===== src/hdl/prcfd_pkg.sv =====
// shared types and constants for the pwm rolling code frame decoder
// no dependencies; imported by pwm_rolling_code_frame_decoder_core
`timescale 1ns / 1ps

package prcfd_pkg;

    // frame geometry
    localparam int FRAME_BITS = 64;
    localparam int PAIR_CNT_W = $clog2(FRAME_BITS + 1);

    // register reset values
    localparam logic [15:0] SHORT_TIME_RST = 16'd255;
    localparam logic [15:0] LONG_TIME_RST  = 16'd595;
    localparam logic [15:0] SHORT_TOL_RST  = 16'd150;
    localparam logic [15:0] LONG_TOL_RST   = 16'd200;

    // key field masks
    localparam logic [27:0] SERIAL_MASK = 28'h0FFFFFFF;
    localparam logic [3:0]  BUTTON_MASK = 4'hF;
    localparam logic [31:0] HALF_MASK   = 32'hFFFFFFFF;

    // configuration register indexes
    localparam int CFG_IDX_W = 8;
    localparam logic [CFG_IDX_W-1:0] REG_SHORT_TIME = 8'd0;
    localparam logic [CFG_IDX_W-1:0] REG_LONG_TIME  = 8'd1;
    localparam logic [CFG_IDX_W-1:0] REG_SHORT_TOL  = 8'd2;
    localparam logic [CFG_IDX_W-1:0] REG_LONG_TOL   = 8'd3;

    // result status codes
    typedef enum logic [1:0] {
        STATUS_FRAME  = 2'd0,
        STATUS_REJECT = 2'd1,
        STATUS_NONE   = 2'd2
    } t_status;

    typedef struct packed {
        logic signed [16:0] duration;
        logic               last;
    } t_in_item;

    typedef struct packed {
        logic [1:0]  status;
        logic [27:0] serial;
        logic [3:0]  button;
        logic [31:0] hop;
        logic [63:0] key;
    } t_out_item;

    // absolute difference of two 17-bit magnitudes
    function automatic logic [16:0] abs_diff(input logic [16:0] a, input logic [16:0] b);
        logic [16:0] d;
        begin
            d = (a > b) ? (a - b) : (b - a);
            return d;
        end
    endfunction

endpackage


===== src/hdl/pwm_rolling_code_frame_decoder_core.sv =====
// pwm rolling code frame decoder: pairs high/low pulses into 64 key bits
// depends on prcfd_pkg for payload types, status codes and constants
// a result appears in the output register in the cycle after its request is accepted
// throughput: one duration per cycle; the output register is the only stall point
// reset (i_rst_n low, synchronous): registers return to nominal timings, decode
// state and output valid clear
`timescale 1ns / 1ps

module pwm_rolling_code_frame_decoder_core
    import prcfd_pkg::*;
(
    input  logic                 i_clk,
    input  logic                 i_rst_n,
    // input durations
    input  logic                 i_in_valid,
    output logic                 o_in_ready,
    input  t_in_item             i_in,
    // results
    output logic                 o_out_valid,
    input  logic                 i_out_ready,
    output t_out_item            o_out,
    // configuration writes
    input  logic                 i_cfg_valid,
    output logic                 o_cfg_ready,
    input  logic [CFG_IDX_W-1:0] i_cfg_index,
    input  logic [15:0]          i_cfg_data
);

    // configuration registers
    logic [15:0] r_short_time, r_long_time, r_short_tol, r_long_tol;

    // decode state
    logic                  r_high_pending, n_high_pending;
    logic [15:0]           r_pend_len, n_pend_len;
    logic [FRAME_BITS-1:0] r_bit_shift, n_bit_shift;
    logic [PAIR_CNT_W-1:0] r_good_pairs, n_good_pairs;
    logic                  r_capture_done, n_capture_done;

    // output register
    logic      r_out_valid;
    t_out_item r_out, n_out;
    logic      n_emit;

    logic       in_fire;
    logic       negative, positive;
    logic [16:0] mag;
    logic [16:0] hi_ext;
    logic       is_zero, is_one;
    logic [FRAME_BITS-1:0] shifted;
    logic       frame_done;
    logic       mid_done;

    assign o_cfg_ready = 1'b1;
    assign o_in_ready  = !r_out_valid || i_out_ready;
    assign in_fire     = i_in_valid && o_in_ready;
    assign o_out_valid = r_out_valid;
    assign o_out       = r_out;

    // register writes, unknown indexes dropped
    always_ff @(posedge i_clk) begin
        if (!i_rst_n) begin
            r_short_time <= SHORT_TIME_RST;
            r_long_time  <= LONG_TIME_RST;
            r_short_tol  <= SHORT_TOL_RST;
            r_long_tol   <= LONG_TOL_RST;
        end else if (i_cfg_valid) begin
            case (i_cfg_index)
                REG_SHORT_TIME: r_short_time <= i_cfg_data;
                REG_LONG_TIME:  r_long_time  <= i_cfg_data;
                REG_SHORT_TOL:  r_short_tol  <= i_cfg_data;
                REG_LONG_TOL:   r_long_tol   <= i_cfg_data;
                default: ;
            endcase
        end
    end

    // polarity and magnitude; -65536 keeps its full magnitude
    assign negative = i_in.duration[16];
    always_comb begin
        mag      = negative ? (17'd0 - i_in.duration) : i_in.duration;
        positive = !negative && (i_in.duration != 17'sd0);
    end

    // pair classification against the configured windows
    assign hi_ext = {1'b0, r_pend_len};
    assign is_zero = (abs_diff(hi_ext, {1'b0, r_short_time}) < {1'b0, r_short_tol})
                  && (abs_diff(mag, {1'b0, r_long_time}) < {1'b0, r_long_tol});
    assign is_one  = (abs_diff(hi_ext, {1'b0, r_long_time}) < {1'b0, r_long_tol})
                  && (abs_diff(mag, {1'b0, r_short_time}) < {1'b0, r_short_tol});

    // new bit enters at the top, so the first bit ends at bit 0
    assign shifted = {!is_zero, r_bit_shift[FRAME_BITS-1:1]};

    // next decode state and result
    always_comb begin
        n_high_pending = r_high_pending;
        n_pend_len     = r_pend_len;
        n_bit_shift    = r_bit_shift;
        n_good_pairs   = r_good_pairs;
        n_capture_done = r_capture_done;
        frame_done     = 1'b0;
        n_emit         = 1'b0;
        n_out          = '0;

        if (!r_capture_done) begin
            if (!r_high_pending) begin
                if (positive) begin
                    n_high_pending = 1'b1;
                    n_pend_len     = mag[15:0];
                end else begin
                    n_bit_shift  = '0;
                    n_good_pairs = '0;
                end
            end else if (negative) begin
                n_high_pending = 1'b0;
                if (!is_zero && !is_one) begin
                    n_bit_shift  = '0;
                    n_good_pairs = '0;
                end else begin
                    n_bit_shift  = shifted;
                    n_good_pairs = r_good_pairs + PAIR_CNT_W'(1);
                    if (r_good_pairs == PAIR_CNT_W'(FRAME_BITS - 1)) begin
                        frame_done     = 1'b1;
                        n_capture_done = 1'b1;
                    end
                end
            end else begin
                n_bit_shift  = '0;
                n_good_pairs = '0;
                if (positive) begin
                    n_pend_len = mag[15:0];
                end else begin
                    n_high_pending = 1'b0;
                end
            end
        end

        mid_done = n_capture_done;

        // frame report, rejected when serial or hop is zero
        if (frame_done) begin
            n_emit = 1'b1;
            if (((shifted[27:0] & SERIAL_MASK) == 28'd0) || ((shifted[63:32] & HALF_MASK) == 32'd0)) begin
                n_out.status = STATUS_REJECT;
            end else begin
                n_out.status = STATUS_FRAME;
                n_out.serial = shifted[27:0] & SERIAL_MASK;
                n_out.button = shifted[31:28] & BUTTON_MASK;
                n_out.hop    = shifted[63:32] & HALF_MASK;
                n_out.key    = shifted;
            end
        end

        // end of capture: report a missing frame, then clear
        if (i_in.last) begin
            if (!mid_done) begin
                n_emit       = 1'b1;
                n_out        = '0;
                n_out.status = STATUS_NONE;
            end
            n_high_pending = 1'b0;
            n_pend_len     = '0;
            n_bit_shift    = '0;
            n_good_pairs   = '0;
            n_capture_done = 1'b0;
        end
    end

    // decode state registers
    always_ff @(posedge i_clk) begin
        if (!i_rst_n) begin
            r_high_pending <= 1'b0;
            r_pend_len     <= '0;
            r_bit_shift    <= '0;
            r_good_pairs   <= '0;
            r_capture_done <= 1'b0;
        end else if (in_fire) begin
            r_high_pending <= n_high_pending;
            r_pend_len     <= n_pend_len;
            r_bit_shift    <= n_bit_shift;
            r_good_pairs   <= n_good_pairs;
            r_capture_done <= n_capture_done;
        end
    end

    // output valid
    always_ff @(posedge i_clk) begin
        if (!i_rst_n) begin
            r_out_valid <= 1'b0;
        end else if (in_fire && n_emit) begin
            r_out_valid <= 1'b1;
        end else if (i_out_ready) begin
            r_out_valid <= 1'b0;
        end
    end

    // output payload
    always_ff @(posedge i_clk) begin
        if (in_fire && n_emit) begin
            r_out <= n_out;
        end
    end

endmodule


===== config.mk =====
export PLATFORM = sky130hd
export DESIGN_NAME = pwm_rolling_code_frame_decoder_core
export DESIGN_NICKNAME = d
export VERILOG_FILES = /design/src/hdl/prcfd_pkg.sv /design/src/hdl/pwm_rolling_code_frame_decoder_core.sv
export SDC_FILE = /design/constraint.sdc
export NUM_CORES = 1
export LEC_CHECK = 0
export ABC_AREA = 1
export BUFFER_PORTS_ARGS = -buffer_cell sky130_fd_sc_hd__buf_4
export CELL_PAD_IN_SITES_DETAIL_PLACEMENT = 0
export CELL_PAD_IN_SITES_GLOBAL_PLACEMENT = 1
export CORE_MARGIN = 1.5
export CORE_UTILIZATION = 40
export DETAILED_ROUTE_END_ITERATION = 10
export PLACE_DENSITY_LB_ADDON = 0.1
export SLEW_MARGIN = 20
export SYNTH_ARGS = -nofsm -noshare
export SYNTH_HDL_FRONTEND = slang
export SYNTH_SLANG_ARGS = --single-unit
export TNS_END_PERCENT = 100

===== constraint.sdc =====
create_clock -name i_clk -period 8.2 [get_ports i_clk]
set_input_delay 2.05 -clock i_clk [delete_from_list [all_inputs] [get_ports i_clk]]
set_output_delay 2.05 -clock i_clk [all_outputs]
set_load 0.01 [all_outputs]

==> metrics.cfg, run 1 <==
[placed_design]
io_buffers = 178
dp_hpwl_um = 47100
gp_congestion = 0.957
place_ws_ns = 0.226

[cts]
post_cts_buffers = 0
clk_pin_slew_ns = 0.05
cts_hold_buf = 0
cts-root-buf = clkbuf_16
ctsLongestPathBuffers = 3
numCtsBuffers = 27
cts_tree = yes
cts_max_level = 1
ctsResizeCount = 0
cts.sinks = 219
insertion_delay_ns = 0.57

[synth]
synth.avg_cell_area_um2 = 7.06
synth_top_area_share_pct = 17.7
synth_edf_count = 66
ys_top_cells_by_area = dfxtp_1 18%, ha_1 14%, nand2_1 14%
synth_flop_cell = dfxtp_1
syn_nets = 2700
ys_seq_elements = 219
netlist.top_cell.by_area = dfxtp_1
ys_seq_area_share_pct = 29.1
synth_cells = 2455
synthDistinctLibCells = 55
async_flop_share_pct = 0
yosysMostFrequentCell = nand2_1
syn_area_um2 = 17300
yosys-top-cells-count = 631 x nand2_1, 315 x inv_1, 257 x a21oi_1
yosysWarnings = 0

[cells_and_area]
drive_above_1_share_pct = 14.5
syn_to_final_growth_pct = 15.6
fill_cells = 4456
finalNetCount = 2836

[setup_path]
critPathRequiredTime_ns = 8.44
end_kind = flip-flop
crit_path_max_fanout = 35
critPathArrivalTime_ns = 7.66
crit_path_start_kind = input pin
path_class = in -> reg
cp_slowest_cell = ha_1
cp_common_cell = nand2_1
slowest_delay_ns = 0.41

[sta]
timing.final.crit_share_pct = 90.5
fin_tns_setup_ns = 0
report.final.slew_viol_count = 0
tightest_slew_ns = 1.04
fin_skew_ns = 0.0224
setup_viol = 0
relSlewSlack_pct = 30.6
rsz0062_at_grt = no
max_freq_mhz = 135
min_period_ns = 7.42
setup_ws_ns = 0.781
hold_viol_final = 0

[global_route]
grt_pass1_wl_um = 89600
antenna_found_initial = 0
grt_pass1_vias = 15300
grt_max_degree = 88
grt_usage_pct = 26.2
overflow = 0

[run_status]
status = finished, final reports clean

[drt]
routed_wl_um = 59000
ant_nets = 0
num_vias = 16300
drtIter0Drc = 1127
drc = 0
routedWlPerCell_um = 18.5
first_pass_iters = 5
viasPerCell = 5.10

[floorplan]
die-area_um2 = 44600
rows = 76
fp.dieH_um = 211
coreArea_um2 = 42900
start_util_pct = 40.4
io_pins = 180
fp.dieW_um = 211

[job]
drv_cap = 0

[pwr]
power_leakage_nw = 9.39
powerDensity_nw_per_um2 = 171
p_total_mw = 3.44
peakVddDrop_mv = 0.164

[hold_path]
worstHoldPathType = reg -> reg

-- stage by stage --
stage / hold slack (ns) / instances / util [%] / area (um^2)
detailed placement: 0.466 / 3147 / 44.7 / 19200
CTS: 0.474 / 3195 / 46.7 / 20000
floorplan: 0.437 / 2455 / - / 17300
global route: 0.489 / 3195 / 46.7 / 20000
global placement: 0.456 / 3147 / 44.7 / 19200
finish: 0.473 / 3196 / 46.7 / 20000
-- metal layers --
layer | track usage (%) | wire length (um) | up-vias | share of wire, %
met5 | 0 | 0 | - | 0
met1 | 38.4 | 29100 | 7621 | 49
li1 | - | - | 8216 | -
met2 | 41.2 | 25900 | 407 | 44
met4 | 6.06 | 1260 | 0 | 2.1
met3 | 2.48 | 2760 | 67 | 4.7
-- registers in the layout, indices dropped and copies added, names as in the netlist --
register / flops
o_out: 66
o_out_valid: 1
r_bit_shift: 63
r_capture_done: 1
r_good_pairs: 7
r_high_pending: 1
r_long_time: 16
r_long_tol: 16
r_pend_len: 16
r_short_time: 16
r_short_tol: 16
-- cells in the final DEF, fill, tap and decap left out, types with 8 or more instances in the layout --
cell type	n
xnor2_1	21
nor3_1	14
fa_1	8
clkbuf_16	27
nand4_1	10
o21bai_1	13
nand3_1	115
o211ai_1	29
xor2_1	57
edfxtp_1	66
clkbuf_1	12
a21oi_1	257
nand2_1	630
ha_1	190
nor2_2	56
nor4_1	18
a31oi_1	10
o21ai_0	131
inv_2	13
a21o_1	13
buf_4	246
nor2_1	128
dfxtp_1	153
inv_1	314
-- cells by family after synthesis --
kind of cell,Yosys count,share of synthesized area [%]
AOI/OAI and AO/OA,488,15.5
xor gates and xnor gates,78,3.94
DFF,219,29.1
adders and majority gates,198,14.6
and+or+nand+nor,998,24.6
other,1,0.0216
buffers and inverters,472,12.2
muxes,1,0.0577
-- worst paths after layout --
kind | cells past startpoint | to | from | slack, ns
setup / recovery | 43 | o_out[110] | i_in[1] | 0.78
hold / removal | 2 | r_high_pending | r_high_pending | 0.47
setup reg to reg | 30 | o_out[110] | r_long_time[14] | 2.46
hold reg to reg | 2 | r_high_pending | r_high_pending | 0.47
-- worst max-delay path: cells and delay by family --
family,cells,cell delay (ns)
and+or+nand+nor,25,2.53
buffers and inverters,11,1.49
AOI/OAI and AO/OA,3,0.62
xor gates and xnor gates,2,0.24
adders and majority gates,2,0.69
-- power breakdown --
group / leakage, nW / switching (mW) / internal (mW)
sequential: 1.84 / 0.0137 / 1.13
combinational: 7.12 / 0.679 / 0.396
clock: 0.429 / 0.483 / 0.733
-- area by class of cell --
class	count	area, um^2	area share, %
flip-flops and latches	219	5040	25.2
clock inverters	6	124	0.618
clock buffers	42	762	3.80
inverters	327	1230	6.12
well taps	585	732	3.65
diodes	1	2.50	0.0125
repair buffers	252	1970	9.81
multi-input cells	1764	10200	50.8
(Power assumes the default switching activity.)
==> run 2, diff against run 1 <==
CORE_ASPECT_RATIO = 1.2   (was not set)
CORE_UTILIZATION = 25   (was 40)
REMOVE_ABC_BUFFERS = 1   (was not set)
==> run 2 against run 1 <==
  * Sequential power is essentially flat
  * Register-to-register slack got worse by 0.48 ns
  * Critical path type unchanged
  * Maximum frequency decreased by 1.6%
  * Utilization is 17 points lower
  * Highest routed layer unchanged
  * Cell count up 9.6%
  * Count of clock-buffer cells in the layout shrank 9
  * First-iteration DRC count is 24% lower
==> metrics.cfg, run 2 (synthesis gave the netlist of run 1 again) <==
[run_status]
status = finished, final reports clean

[pwr]
p_comb_share_pct = 30.8  ; -0.5 points
swShare_pct = 35.8  ; +1.6 points
peakVddDrop_mv = 0.159  ; -2.8%
clock_power_share_pct = 36.3  ; +0.9 points
power_leakage_nw = 9.31  ; -0.87%
p_int_mw = 2.24  ; -1.1%
switchingPower_mw = 1.24  ; +5.9%
powerDensity_nw_per_um2 = 171  ; -0.43%
seqPwrFrac_pct = 33.0  ; -0.3 points

[floorplan]
rows = 105  ; +38%
io_pins = 180  ; unchanged
start_util_pct = 25.3  ; -15 points
fp.dieW_um = 243  ; +15%
die-area_um2 = 70900  ; +59%
fp.dieH_um = 291  ; +38%
coreArea_um2 = 68400  ; +60%

[global_route]
met2_usage_pct = 34.9  ; -6.4 points
grt_pass1_wl_um = 100000  ; +12%
grt_max_degree = 72  ; -18%
overflow = 0  ; unchanged
grt.met3_usage_pct = 1.59  ; -0.90 points
grt_usage_pct = 18.5  ; -7.7 points
antenna_found_initial = 0  ; unchanged
grt_pass1_vias = 16700  ; +8.7%
top_usage_layer = met2
met1_usage_pct = 21.6  ; -17 points

[placed_design]
dp_hpwl_um = 55000  ; +17%
gp_congestion = 0.914  ; -4.4%
io_buffers = 178  ; unchanged

[cells_and_area]
largest_reg_flops = 66  ; unchanged
finalNetCount = 2818  ; -0.63%
most-common-layout-cells = 630 x nand2_1, 314 x inv_1, 257 x a21oi_1
layout_commonest_cell = nand2_1
post-route-util_pct = 29.8  ; -17 points
syn_to_final_growth_pct = 17.6
drive_above_1_share_pct = 14.3  ; -0.19 points
insertedDiodeCount = 0  ; -1

[sta]
min_period_ns = 7.54  ; +0.119 ns
max_freq_mhz = 133  ; -1.6%
timing.final.crit_share_pct = 91.9  ; +1.4 points
rsz0062_at_grt = no
fin_tns_setup_ns = 0  ; unchanged
report.final.slew_viol_count = 0  ; unchanged
setup_viol = 0  ; unchanged
hold_viol_final = 0  ; unchanged
fin_skew_ns = 0.0167  ; -0.00574 ns
tightest_slew_ns = 0.970  ; -0.0686 ns
relSlewSlack_pct = 35.3  ; +4.7 points

[drt]
ant_nets = 0  ; unchanged
drtIter0Drc = 857  ; -24%
num_vias = 16100  ; -1.1%
routedWlPerCell_um = 19.0  ; +2.9%
drc = 0  ; unchanged
first_pass_iters = 5  ; unchanged
routed_wl_um = 66600  ; +13%
viasPerCell = 4.61  ; -9.8%

[setup_path]
critPathArrivalTime_ns = 7.83  ; +0.17 ns
crit_path_max_fanout = 17  ; -51%
path_class = in -> reg
cp_slowest_cell = ha_2
end_kind = flip-flop
slowest_delay_ns = 0.43  ; +0.02 ns
cp_common_cell = nand2_1
crit_path_start_kind = input pin
critPathRequiredTime_ns = 8.50  ; +0.06 ns

[cts]
cts.sinks = 219  ; unchanged
numCtsBuffers = 29  ; +7.4%
cts-root-buf = clkbuf_16
cts_tree = yes
cts_max_level = 1  ; unchanged
insertion_delay_ns = 0.59  ; +0.02 ns
clk_pin_slew_ns = 0.06  ; about the same
cts_hold_buf = 0  ; unchanged
ctsLongestPathBuffers = 3  ; unchanged

[job]
drv_cap = 0  ; unchanged

[hold_path]
worstHoldPathType = reg -> reg

[run 2: changes by cell type in the layout (fill, tap and decap cells not counted), sizes merged]
cell,previous run,this run
clkinv,1,10
diode,1,0
clkinvlp,0,6
clkbuf,42,33
buf,252,232
bufinv,3,2
[run 2: per-layer routing]
metal | share of wire [%] | vias up
met4 | 3.3 | 0
met5 | 0 | -
met2 | 52 | 311
met3 | 3.0 | 90
met1 | 42 | 7562
li1 | - | 8175
[run 2: area by class of cell]
cell class	count	area, um^2
timing repair buffer	232	1840
clock buffer	33	751
fill	7588	48100
inverter	327	1230
sequential	219	5040
clock inverter	20	179
multi-input combinational	1764	10200
tap	909	1140
[run 2: power groups by stage]
stage | logic, mW | registers (mW) | clock network, mW
2_1_floorplan | 0.646 | 1.18 | 0
3_3_place_gp | 1.09 | 1.17 | 0
3_5_place_dp | 1.09 | 1.17 | 0
4_1_cts | 1.09 | 1.15 | 1.32
5_1_grt | 1.21 | 1.15 | 1.35
6_report | 1.07 | 1.15 | 1.26
[run 2: metrics by stage]
step,power [mW],setup slack [ns],instance area (um^2),cells,hold WS (ns)
floorplan,1.83,-0.112,16400,2310,0.437
global placement,2.26,-0.135,19400,3450,0.457
detailed placement,2.26,-0.174,19400,3450,0.459
CTS,3.55,0.439,20400,3503,0.468
global route,3.71,0.0316,20400,3504,0.496
finish,3.48,0.662,20400,3504,0.465
[run 2: worst paths after layout]
path,from,to,slack (ns),depth (start not counted)
worst max-delay path,i_in[1],o_out[76],0.66,41
worst min-delay path,r_high_pending,r_high_pending,0.46,2
worst max register to register,r_short_time[8],o_out[76],1.98,32
worst min register to register,r_high_pending,r_high_pending,0.46,2
[run 2: repair_timing]
item / in CTS / in global routing
buffers inserted: 0 / 1
gates resized for setup: 0 / 3
setup endpoints to repair: 0 / 73
[run 2: critical path, delay by kind of cell]
| family | cells | cell delay (ns) |
|---|---|---|
| simple gates | 25 | 2.98 |
| buf+inv | 10 | 1.20 |
| fa+ha+maj | 2 | 0.72 |
| compound gates | 2 | 0.42 |
| xor+xnor | 2 | 0.42 |
